--- src/hdl/mrt_pkg.sv ---
`timescale 1ns / 1ps
`default_nettype none

package mrt_pkg;

	localparam int NIB_W     = 4;
	localparam int NIB_CNT   = 8;
	localparam int CNT_W     = 32;
	localparam int ITEMS_W   = 3;
	localparam int TOT_W     = 16;
	localparam int LAM_W     = 16;
	localparam int MODE_W    = 3;
	localparam int STATUS_W  = 3;
	localparam int SLOT_W    = 6;
	localparam int TLEN_W    = 7;
	localparam int DIV_X_W   = 17;
	localparam int RECIP_W   = 18;
	localparam int RECIP_SH  = 17;

	localparam logic [MODE_W-1:0] MODE_PROBE      = 3'd0;
	localparam logic [MODE_W-1:0] MODE_INSERT     = 3'd1;
	localparam logic [MODE_W-1:0] MODE_REMOVE     = 3'd2;
	localparam logic [MODE_W-1:0] MODE_ENTER      = 3'd3;
	localparam logic [MODE_W-1:0] MODE_CLR_SLOTS  = 3'd4;
	localparam logic [MODE_W-1:0] MODE_CLR_TOTALS = 3'd5;

	localparam logic [STATUS_W-1:0] STAT_OK        = 3'd0;
	localparam logic [STATUS_W-1:0] STAT_BAD_SLOT  = 3'd1;
	localparam logic [STATUS_W-1:0] STAT_FULL      = 3'd2;
	localparam logic [STATUS_W-1:0] STAT_OVERFLOW  = 3'd3;
	localparam logic [STATUS_W-1:0] STAT_UNDERFLOW = 3'd4;

	localparam logic REG_AVAIL = 1'b0;
	localparam logic REG_TLEN  = 1'b1;

	typedef struct packed {
		logic [ITEMS_W-1:0] items;
		logic [CNT_W-1:0]   counters;
	} slot_entry_t;

	typedef struct packed {
		logic             fits;
		logic             ovf;
		logic             under;
		logic [CNT_W-1:0] sum;
		logic [CNT_W-1:0] diff;
	} alu_res_t;

	// floor(2^17 / a); zero for a zero divisor, which is never used
	function automatic logic [RECIP_W-1:0] recip(input logic [NIB_W-1:0] a);
		logic [RECIP_W-1:0] r;
		unique case (a)
			4'd1:    r = 18'd131072;
			4'd2:    r = 18'd65536;
			4'd3:    r = 18'd43690;
			4'd4:    r = 18'd32768;
			4'd5:    r = 18'd26214;
			4'd6:    r = 18'd21845;
			4'd7:    r = 18'd18724;
			4'd8:    r = 18'd16384;
			4'd9:    r = 18'd14563;
			4'd10:   r = 18'd13107;
			4'd11:   r = 18'd11915;
			4'd12:   r = 18'd10922;
			4'd13:   r = 18'd10082;
			4'd14:   r = 18'd9362;
			4'd15:   r = 18'd8738;
			default: r = '0;
		endcase
		return r;
	endfunction

endpackage

`default_nettype wire

--- src/hdl/modulo_reservation_table.sv ---
`timescale 1ns / 1ps
`default_nettype none

// Modulo reservation table. Slot usage counters and item counts live in one
// synchronous memory; each transaction is read in the cycle it is accepted,
// updated and written back in the next, and its result is then loaded into
// the output register once that register is empty or being read. The lambda
// estimate is kept in a register and recomputed only when the totals change
// (enter totals with is_scheduled set, clear totals) or availability is
// written: the lambda unit handles one resource per cycle through a
// pipelined reciprocal divide, and those transactions wait in a lambda state
// until it is done; after an availability write s_tready stays low until the
// recompute finishes. Clear slots acts at once through per-slot valid bits;
// there is no clearing pass.
module modulo_reservation_table
	import mrt_pkg::*;
#(
	parameter int NUM_RESOURCES = 8,
	parameter int MAX_SLOTS     = 64,
	parameter int MAX_ITEMS     = 4
) (
	input  wire logic        clk,
	input  wire logic        arst_n,
	// APB configuration
	input  wire logic        psel,
	input  wire logic        penable,
	input  wire logic        pwrite,
	input  wire logic [2:0]  paddr,
	input  wire logic [31:0] pwdata,
	output logic [31:0]      prdata,
	output logic             pready,
	// input stream
	input  wire logic        s_tvalid,
	output logic             s_tready,
	// mode[2:0], slot[8:3], requirements[40:9], zero[47:41]
	input  wire logic [47:0] s_tdata,
	// is_scheduled[0]
	input  wire logic        s_tuser,
	// output stream
	output logic             m_tvalid,
	input  wire logic        m_tready,
	// accepted[0], status[3:1], lambda_estimate[19:4], slot_item_count[22:20], zero[23]
	output logic [23:0]      m_tdata
);

	localparam int NR = (NUM_RESOURCES > NIB_CNT) ? NIB_CNT : NUM_RESOURCES;
	localparam int AW = $clog2(MAX_SLOTS);

	localparam logic [1:0] S_IDLE = 2'd0;
	localparam logic [1:0] S_MOD  = 2'd1;
	localparam logic [1:0] S_LAM  = 2'd2;
	localparam logic [1:0] S_OUT  = 2'd3;

	logic [1:0]               state_q;
	logic [CNT_W-1:0]         avail_q;
	logic [TLEN_W-1:0]        tlen_q;
	logic [MODE_W-1:0]        mode_q;
	logic [SLOT_W-1:0]        slot_q;
	logic [CNT_W-1:0]         req_q;
	logic                     sched_q;
	logic                     acc_q;
	logic [STATUS_W-1:0]      status_q;
	logic [ITEMS_W-1:0]       cnt_q;
	logic [NR-1:0][TOT_W-1:0] tot_q;
	logic                     lam_req_q;
	logic                     out_valid_q;
	logic [23:0]              out_data_q;

	logic                     in_fire;
	logic                     cfg_wr;
	logic                     lam_busy;
	logic                     lam_start;
	logic [LAM_W-1:0]         lambda;
	logic                     out_load;
	logic [SLOT_W-1:0]        in_slot;

	slot_entry_t              rd_entry;
	slot_entry_t              wr_entry;
	alu_res_t                 alu;
	logic                     slot_ok;
	logic                     acc_d;
	logic [STATUS_W-1:0]      status_d;
	logic [ITEMS_W-1:0]       cnt_d;
	logic                     wr_d;
	logic                     clr_slots_d;
	logic                     tot_add_d;
	logic                     tot_clr_d;
	logic [NR-1:0][TOT_W-1:0] tot_sum;

	assign pready = 1'b1;
	assign cfg_wr = psel & penable & pwrite & pready;
	assign prdata = (paddr[2] == REG_TLEN) ? 32'(tlen_q) : avail_q;

	assign in_slot  = s_tdata[8:3];
	assign s_tready = (state_q == S_IDLE) && !lam_req_q && !lam_busy;
	assign in_fire  = s_tvalid & s_tready;
	assign lam_start = lam_req_q & ~lam_busy;

	mrt_slot_store #(
		.DEPTH (MAX_SLOTS),
		.AW    (AW)
	) u_store (
		.clk     (clk),
		.arst_n  (arst_n),
		.rd_en   (in_fire),
		.rd_addr (AW'(in_slot)),
		.rd_data (rd_entry),
		.wr_en   ((state_q == S_MOD) && wr_d),
		.wr_addr (AW'(slot_q)),
		.wr_data (wr_entry),
		.clear   ((state_q == S_MOD) && clr_slots_d)
	);

	mrt_slot_alu #(
		.NR (NR)
	) u_alu (
		.counters (rd_entry.counters),
		.req      (req_q),
		.avail    (avail_q),
		.res      (alu)
	);

	mrt_lambda #(
		.NR (NR)
	) u_lambda (
		.clk    (clk),
		.arst_n (arst_n),
		.start  (lam_start),
		.avail  (avail_q),
		.totals (tot_q),
		.busy   (lam_busy),
		.lambda (lambda)
	);

	assign slot_ok = ({1'b0, slot_q} < tlen_q) && (9'(slot_q) < 9'(MAX_SLOTS));

	always_comb begin
		acc_d       = 1'b0;
		status_d    = STAT_OK;
		wr_d        = 1'b0;
		wr_entry    = rd_entry;
		clr_slots_d = 1'b0;
		tot_add_d   = 1'b0;
		tot_clr_d   = 1'b0;
		if ((mode_q == MODE_PROBE || mode_q == MODE_INSERT || mode_q == MODE_REMOVE)
				&& !slot_ok) begin
			status_d = STAT_BAD_SLOT;
		end else begin
			unique case (mode_q)
				MODE_PROBE: begin
					acc_d = alu.fits;
				end
				MODE_INSERT: begin
					if (sched_q) begin
						acc_d = alu.fits;
						if (rd_entry.items >= ITEMS_W'(MAX_ITEMS)) begin
							status_d = STAT_FULL;
						end else if (alu.ovf) begin
							status_d = STAT_OVERFLOW;
						end else begin
							wr_d              = 1'b1;
							wr_entry.items    = rd_entry.items + ITEMS_W'(1);
							wr_entry.counters = alu.sum;
						end
					end
				end
				MODE_REMOVE: begin
					if (rd_entry.items == '0 || alu.under) begin
						status_d = STAT_UNDERFLOW;
					end else begin
						wr_d              = 1'b1;
						wr_entry.items    = rd_entry.items - ITEMS_W'(1);
						wr_entry.counters = alu.diff;
					end
				end
				MODE_ENTER: begin
					tot_add_d = sched_q;
				end
				MODE_CLR_SLOTS: begin
					clr_slots_d = 1'b1;
				end
				MODE_CLR_TOTALS: begin
					tot_clr_d = 1'b1;
				end
				default: begin
				end
			endcase
		end
		cnt_d = (slot_ok && !clr_slots_d) ? wr_entry.items : '0;
	end

	// saturating add of each requirement nibble into its total
	always_comb begin
		logic [TOT_W:0] s;
		for (int r = 0; r < NR; r++) begin
			s = (TOT_W+1)'(tot_q[r]) + (TOT_W+1)'(req_q[NIB_W*r +: NIB_W]);
			tot_sum[r] = s[TOT_W] ? {TOT_W{1'b1}} : s[TOT_W-1:0];
		end
	end

	assign out_load = (state_q == S_OUT) && (!out_valid_q || m_tready);

	always_ff @(posedge clk) begin
		if (in_fire) begin
			mode_q  <= s_tdata[2:0];
			slot_q  <= in_slot;
			req_q   <= s_tdata[40:9];
			sched_q <= s_tuser;
		end
		if (state_q == S_MOD) begin
			acc_q    <= acc_d;
			status_q <= status_d;
			cnt_q    <= cnt_d;
		end
		if (out_load) begin
			out_data_q <= {1'b0, cnt_q, lambda, status_q, acc_q};
		end
	end

	always_ff @(posedge clk or negedge arst_n) begin
		if (!arst_n) begin
			state_q     <= S_IDLE;
			avail_q     <= 32'h1111_1111;
			tlen_q      <= TLEN_W'(1);
			tot_q       <= '0;
			lam_req_q   <= 1'b0;
			out_valid_q <= 1'b0;
		end else begin
			if (cfg_wr) begin
				if (paddr[2] == REG_AVAIL) begin
					avail_q <= pwdata;
				end else begin
					tlen_q <= pwdata[TLEN_W-1:0];
				end
			end

			if ((cfg_wr && paddr[2] == REG_AVAIL)
					|| (state_q == S_MOD && (tot_add_d || tot_clr_d))) begin
				lam_req_q <= 1'b1;
			end else if (lam_start) begin
				lam_req_q <= 1'b0;
			end

			if (state_q == S_MOD) begin
				if (tot_clr_d) begin
					tot_q <= '0;
				end else if (tot_add_d) begin
					tot_q <= tot_sum;
				end
			end

			if (out_load) begin
				out_valid_q <= 1'b1;
			end else if (m_tready) begin
				out_valid_q <= 1'b0;
			end

			unique case (state_q)
				S_IDLE: begin
					if (in_fire) begin
						state_q <= S_MOD;
					end
				end
				S_MOD: begin
					state_q <= (tot_add_d || tot_clr_d) ? S_LAM : S_OUT;
				end
				S_LAM: begin
					if (!lam_req_q && !lam_busy) begin
						state_q <= S_OUT;
					end
				end
				S_OUT: begin
					if (out_load) begin
						state_q <= S_IDLE;
					end
				end
				default: begin
					state_q <= S_IDLE;
				end
			endcase
		end
	end

	assign m_tvalid = out_valid_q;
	assign m_tdata  = out_data_q;

endmodule

`default_nettype wire

--- src/hdl/mrt_slot_store.sv ---
`timescale 1ns / 1ps
`default_nettype none

module mrt_slot_store
	import mrt_pkg::*;
#(
	parameter int DEPTH = 64,
	parameter int AW    = 6
) (
	input  wire logic        clk,
	input  wire logic        arst_n,
	input  wire logic        rd_en,
	input  wire logic [AW-1:0] rd_addr,
	output slot_entry_t      rd_data,
	input  wire logic        wr_en,
	input  wire logic [AW-1:0] wr_addr,
	input  slot_entry_t      wr_data,
	input  wire logic        clear
);

	slot_entry_t      mem [DEPTH];
	slot_entry_t      rd_q;
	logic             rd_vld_q;
	logic [DEPTH-1:0] valid_q;

	always_ff @(posedge clk) begin
		if (wr_en) begin
			mem[wr_addr] <= wr_data;
		end
		if (rd_en) begin
			rd_q <= mem[rd_addr];
		end
	end

	// an entry not written since the last clear reads as zero
	always_ff @(posedge clk or negedge arst_n) begin
		if (!arst_n) begin
			valid_q  <= '0;
			rd_vld_q <= 1'b0;
		end else begin
			if (clear) begin
				valid_q <= '0;
			end else if (wr_en) begin
				valid_q[wr_addr] <= 1'b1;
			end
			if (rd_en) begin
				rd_vld_q <= valid_q[rd_addr];
			end
		end
	end

	assign rd_data = rd_vld_q ? rd_q : '0;

endmodule

`default_nettype wire

--- src/hdl/mrt_slot_alu.sv ---
`timescale 1ns / 1ps
`default_nettype none

module mrt_slot_alu
	import mrt_pkg::*;
#(
	parameter int NR = 8
) (
	input  wire logic [CNT_W-1:0] counters,
	input  wire logic [CNT_W-1:0] req,
	input  wire logic [CNT_W-1:0] avail,
	output alu_res_t              res
);

	always_comb begin
		logic [NIB_W:0]   s5;
		logic [NIB_W-1:0] c;
		logic [NIB_W-1:0] q;
		logic [NIB_W-1:0] a;
		res.fits  = 1'b1;
		res.ovf   = 1'b0;
		res.under = 1'b0;
		res.sum   = counters;
		res.diff  = counters;
		for (int r = 0; r < NIB_CNT; r++) begin
			c  = counters[NIB_W*r +: NIB_W];
			q  = req[NIB_W*r +: NIB_W];
			a  = avail[NIB_W*r +: NIB_W];
			s5 = {1'b0, c} + {1'b0, q};
			if (r < NR) begin
				if (s5 > {1'b0, a}) begin
					res.fits = 1'b0;
				end
				if (s5[NIB_W]) begin
					res.ovf = 1'b1;
				end
				if (c < q) begin
					res.under = 1'b1;
				end
				res.sum[NIB_W*r +: NIB_W]  = s5[NIB_W-1:0];
				res.diff[NIB_W*r +: NIB_W] = c - q;
			end
		end
	end

endmodule

`default_nettype wire

--- src/hdl/mrt_lambda.sv ---
`timescale 1ns / 1ps
`default_nettype none

module mrt_lambda
	import mrt_pkg::*;
#(
	parameter int NR = 8
) (
	input  wire logic                      clk,
	input  wire logic                      arst_n,
	input  wire logic                      start,
	input  wire logic [CNT_W-1:0]          avail,
	input  wire logic [NR-1:0][TOT_W-1:0]  totals,
	output logic                           busy,
	output logic [LAM_W-1:0]               lambda
);

	localparam int IW    = (NR > 1) ? $clog2(NR) : 1;
	localparam int PW    = DIV_X_W + RECIP_W;
	localparam int PRODW = DIV_X_W + NIB_W;

	logic                 issue_q;
	logic [IW-1:0]        idx_q;
	logic                 v_s1;
	logic                 v_s2;
	logic [DIV_X_W-1:0]   x_s1;
	logic [NIB_W-1:0]     a_s1;
	logic [PW-1:0]        p_s1;
	logic [LAM_W-1:0]     q_s2;
	logic [LAM_W-1:0]     lam_q;

	logic [NIB_W-1:0]     a_cur;
	logic [DIV_X_W-1:0]   x_cur;
	logic [PW-1:0]        p_cur;
	logic [DIV_X_W-1:0]   q0;
	logic [PRODW-1:0]     qa;
	logic [PRODW-1:0]     rem;
	logic [DIV_X_W-1:0]   q_fix;

	// stage 1: ceil(t/a) = floor((t+a-1)/a), estimate by reciprocal
	assign a_cur = avail[NIB_W*idx_q +: NIB_W];
	assign x_cur = DIV_X_W'(totals[idx_q]) + DIV_X_W'(a_cur) - DIV_X_W'(1);
	assign p_cur = PW'(x_cur) * PW'(recip(a_cur));

	// stage 2: the estimate is low by at most one, correct it
	assign q0    = p_s1[RECIP_SH +: DIV_X_W];
	assign qa    = PRODW'(q0) * PRODW'(a_s1);
	assign rem   = PRODW'(x_s1) - qa;
	assign q_fix = (rem >= PRODW'(a_s1)) ? q0 + DIV_X_W'(1) : q0;

	always_ff @(posedge clk) begin
		x_s1 <= x_cur;
		a_s1 <= a_cur;
		p_s1 <= p_cur;
		q_s2 <= (a_s1 == '0) ? '0 : q_fix[LAM_W-1:0];
	end

	always_ff @(posedge clk or negedge arst_n) begin
		if (!arst_n) begin
			issue_q <= 1'b0;
			idx_q   <= '0;
			v_s1    <= 1'b0;
			v_s2    <= 1'b0;
			lam_q   <= LAM_W'(1);
		end else begin
			v_s1 <= issue_q;
			v_s2 <= v_s1;
			if (start) begin
				issue_q <= 1'b1;
				idx_q   <= '0;
				lam_q   <= LAM_W'(1);
			end else begin
				if (issue_q) begin
					if (idx_q == IW'(NR - 1)) begin
						issue_q <= 1'b0;
					end else begin
						idx_q <= idx_q + IW'(1);
					end
				end
				if (v_s2 && (q_s2 > lam_q)) begin
					lam_q <= q_s2;
				end
			end
		end
	end

	assign busy   = issue_q | v_s1 | v_s2;
	assign lambda = lam_q;

endmodule

`default_nettype wire

--- config.mk ---
export PLATFORM = sky130hd
export DESIGN_NAME = modulo_reservation_table
export DESIGN_NICKNAME = d
export VERILOG_FILES = /design/src/hdl/mrt_pkg.sv /design/src/hdl/modulo_reservation_table.sv /design/src/hdl/mrt_slot_store.sv /design/src/hdl/mrt_slot_alu.sv /design/src/hdl/mrt_lambda.sv
export SDC_FILE = /design/constraint.sdc
export NUM_CORES = 2
export LEC_CHECK = 0
export ABC_CLOCK_PERIOD_IN_PS = 16800
export BUFFER_PORTS_ARGS = -buffer_cell sky130_fd_sc_hd__buf_2
export CORE_ASPECT_RATIO = 1.2
export CORE_MARGIN = 4
export CORE_UTILIZATION = 60
export DETAILED_ROUTE_END_ITERATION = 12
export PLACE_DENSITY = 0.72
export SLEW_MARGIN = 5
export SYNTH_ARGS = -nofsm -noshare
export SYNTH_HDL_FRONTEND = slang
export SYNTH_SLANG_ARGS = --single-unit
--- constraint.sdc ---
create_clock -name clk -period 16.8 [get_ports clk]
set_input_delay 1.68 -clock clk [delete_from_list [all_inputs] [get_ports clk]]
set_output_delay 1.68 -clock clk [all_outputs]
set_load 0.02 [all_outputs]
==> impl_metrics.toml <==
[worst_setup_path]
r2r-start = "u_lambda.idx_q[0]"
critPathKind = "reg -> reg"
cpLargestDelayFamily = "adder cells"
crit_start = "u_lambda.idx_q[0]"
path_max_fanout = 36
worstSetupEndpointType = "flop"
regToRegSetupSlack_ns = 4.92
rr_endpoint = "u_lambda.p_s1[33]"
required_ns = 17.56
cp.buffers_inverters = 9
r2r_cells = 41
cp_slowest_cell = "a2111oi_1"
worstSetupPathDepth = 41
crit_top_cell = "inv_1"
cp_slowest_stage_delay_ns = 0.72
startpoint_type = "flop"
worst_ep_arrival_time_ns = 12.64
critPathCapture = "u_lambda.p_s1[33]"

[sta]
slew_violations = 0
slew-limit-headroom_pct = 23.9
fin_tns_setup_ns = 0
max_freq_mhz = 84.2
fin_crit_sh_pct = 70.7
worstMarginPinSlew_ns = 1.14
hold_viol_final = 0
setup_viol_count_final = 0
layout_min_cycle_time_ns = 11.88
fin_worst_skew_ns = 0.0572
rsz0062_at_grt = "false"

[global_route]
antenna_found_initial = 19
grt_max_degree = 146
grt_pass1_vias = 67300
grt.overflow.total = 0
grt_pass1_wl_mm = 451
grt_usage_pct = 29.6

[drt]
drtPass1Iterations = 6
wl_mm = 304
viasPerCell = 6.52
route.detailed.wl_per_inst_um = 30.0
drc_errors = 0
vias = 66100
drt_iter0_markers = 7868
ant_nets = 0

[final_layout]
final_nets = 8004
regArea_mm2 = 0.0780
syn_to_final_growth_pct = 10.7
fillCellCount = 13000
multi_input_area_mm2 = 0.0411
drive_gt1_share_pct = 22.2

[floorplanning]
start_util_pct = 60.5
core_area_mm2 = 0.201
die_area_mm2 = 0.210
ios = 150
rows = 180
die_w_um = 419
die_y_um = 501

[cts]
tritoncts = "done"
cts-root-buf = "clkbuf_16"
ctsResizeCount = 0
clk_path_buf_depth = 3
numCtsBuffers = 240
cts_max_level = 4
post-cts-setup-buffer-count = 0
clk_pin_slew_ns = 0.06
numClockSinks = 2659
clock_latency_ns = 0.90
cts_hold_buf = 0

[yosys]
synth_edf_count = 2347
synthFlopType = "edfxtp_1"
yosys-top-cells-count = "edfxtp_1, mux4_2, inv_1, nand2_1, nor2_1"
synth_cells = 7058
synth_top_area_share_pct = 58.0
ys_ff_latch = 2659
ys_types = 96
synthArstFlopShare_pct = 9.70
synth-seq-area-share_pct = 64.3
synth_area_per_cell_um2 = 17.2
synth.area.top_cells = "edfxtp_1, mux4_2, dfrtp_1"
synthMostInstantiatedCell = "edfxtp_1"
netlist_area_mm2 = 0.121
yosysTopAreaCell = "edfxtp_1"
yosysWarnings = 0
synthesis.nets = 7778

[flow_run]
maxCapViolations = 0

[placed_design]
hpwl_mm = 180
io_buffers = 138
gp_congestion = 0.935

[outcome]
status = "completed"

[worst_hold_path]
hp-class = "reg -> reg"
-- how the worst min path moves through the flow --
stage	depth (start not counted)	start	slack (ns)	endpoint
detailed placement	0	acc_q	0.41	m_tdata[0]
global route	0	acc_q	0.39	m_tdata[0]
global placement	0	acc_q	0.40	m_tdata[0]
floorplan	0	u_lambda.v_s1	0.40	u_lambda.v_s2
finish	0	acc_q	0.39	m_tdata[0]
CTS	0	acc_q	0.40	m_tdata[0]
-- state kept, by name, summed over array words and instances, names as in the netlist, 2 cells and up --
register and flops:
cnt_q 3, state_q 2, u_lambda.q_s2 16, u_store.rd_q 35, m_tdata 23, u_lambda.lambda 16, tlen_q 7, slot_q 6
u_store.mem 2240, u_store.valid_q 64, avail_q 32, tot_q 128, u_lambda.a_s1 4, req_q 32, u_lambda.p_s1 17, mode_q 3
status_q 3, u_lambda.idx_q 3, u_lambda.x_s1 17
-- routing by layer --
layer	track usage, %	part of all wire [%]
met1	40.2	37
met2	49.5	51
met3	4.77	8.2
met4	9.84	3.5
met5	0	0.023
-- worst reg2reg max path: cells and delay by family (launching register included) --
| family | cells | cell delay [ns] |
|---|---|---|
| AO/OA/AOI/OAI | 13 | 3.37 |
| buffers and inverters | 9 | 1.43 |
| AND/OR/NAND/NOR | 5 | 0.67 |
| multiplexers | 2 | 1.16 |
| XOR/XNOR | 2 | 0.75 |
| adder cells (fa/ha/maj) | 10 | 3.87 |
| flip-flops | 1 | 0.51 |
-- final cells by class --
type,count,share of cell area [%]
Clock inverter,168,1.20
Tap cell,2639,2.46
Antenna cell,5,0.00930
Clock buffer,285,4.62
Sequential cell,2659,58.0
Timing Repair Buffer,305,1.58
Inverter,558,1.56
Multi-Input combinational cell,3520,30.5
-- cell families (layout without fill, tap and decap cells) --
kind of cell               after synthesis  in the layout  synth area share, %
adders and majority gates              629            629                 8.37
AOI/OAI and AO/OA                      801            801                 4.26
other                                    2              7              0.00618
and+or+nand+nor                       1118           1118                 4.25
xor gates and xnor gates                85             85                0.619
buffers and inverters                  879           1316                 2.77
muxes                                  885            885                 15.5
DFF                                   2659           2659                 64.3
-- per-stage QoR --
stage	std cells	util [%]	hold WS [ns]	setup slack [ns]	cell area [um2]
after detailed placement	9680	63.0	0.407	4.92	127000
after global routing	10100	66.9	0.394	4.46	134000
after floorplan	7058	-	0.395	6.72	121000
after global placement	9680	63.0	0.403	5.08	127000
final	10100	66.9	0.394	4.92	134000
after CTS	10100	66.9	0.398	4.89	134000
-- cells in the final DEF (no fill, tap or decap), types with 242 or more instances in the layout --
| cell | n |
|---|---|
| a21oi_1 | 243 |
| clkbuf_16 | 242 |
| dfrtp_1 | 246 |
| edfxtp_1 | 2347 |
| fa_1 | 306 |
| ha_1 | 323 |
| inv_1 | 552 |
| mux4_2 | 788 |
| nand2_1 | 367 |
| nor2_1 | 276 |
Power is left out: the tool's default activity adds up to more than one toggle a clock period on the data nets, which glitch-free logic cannot reach.
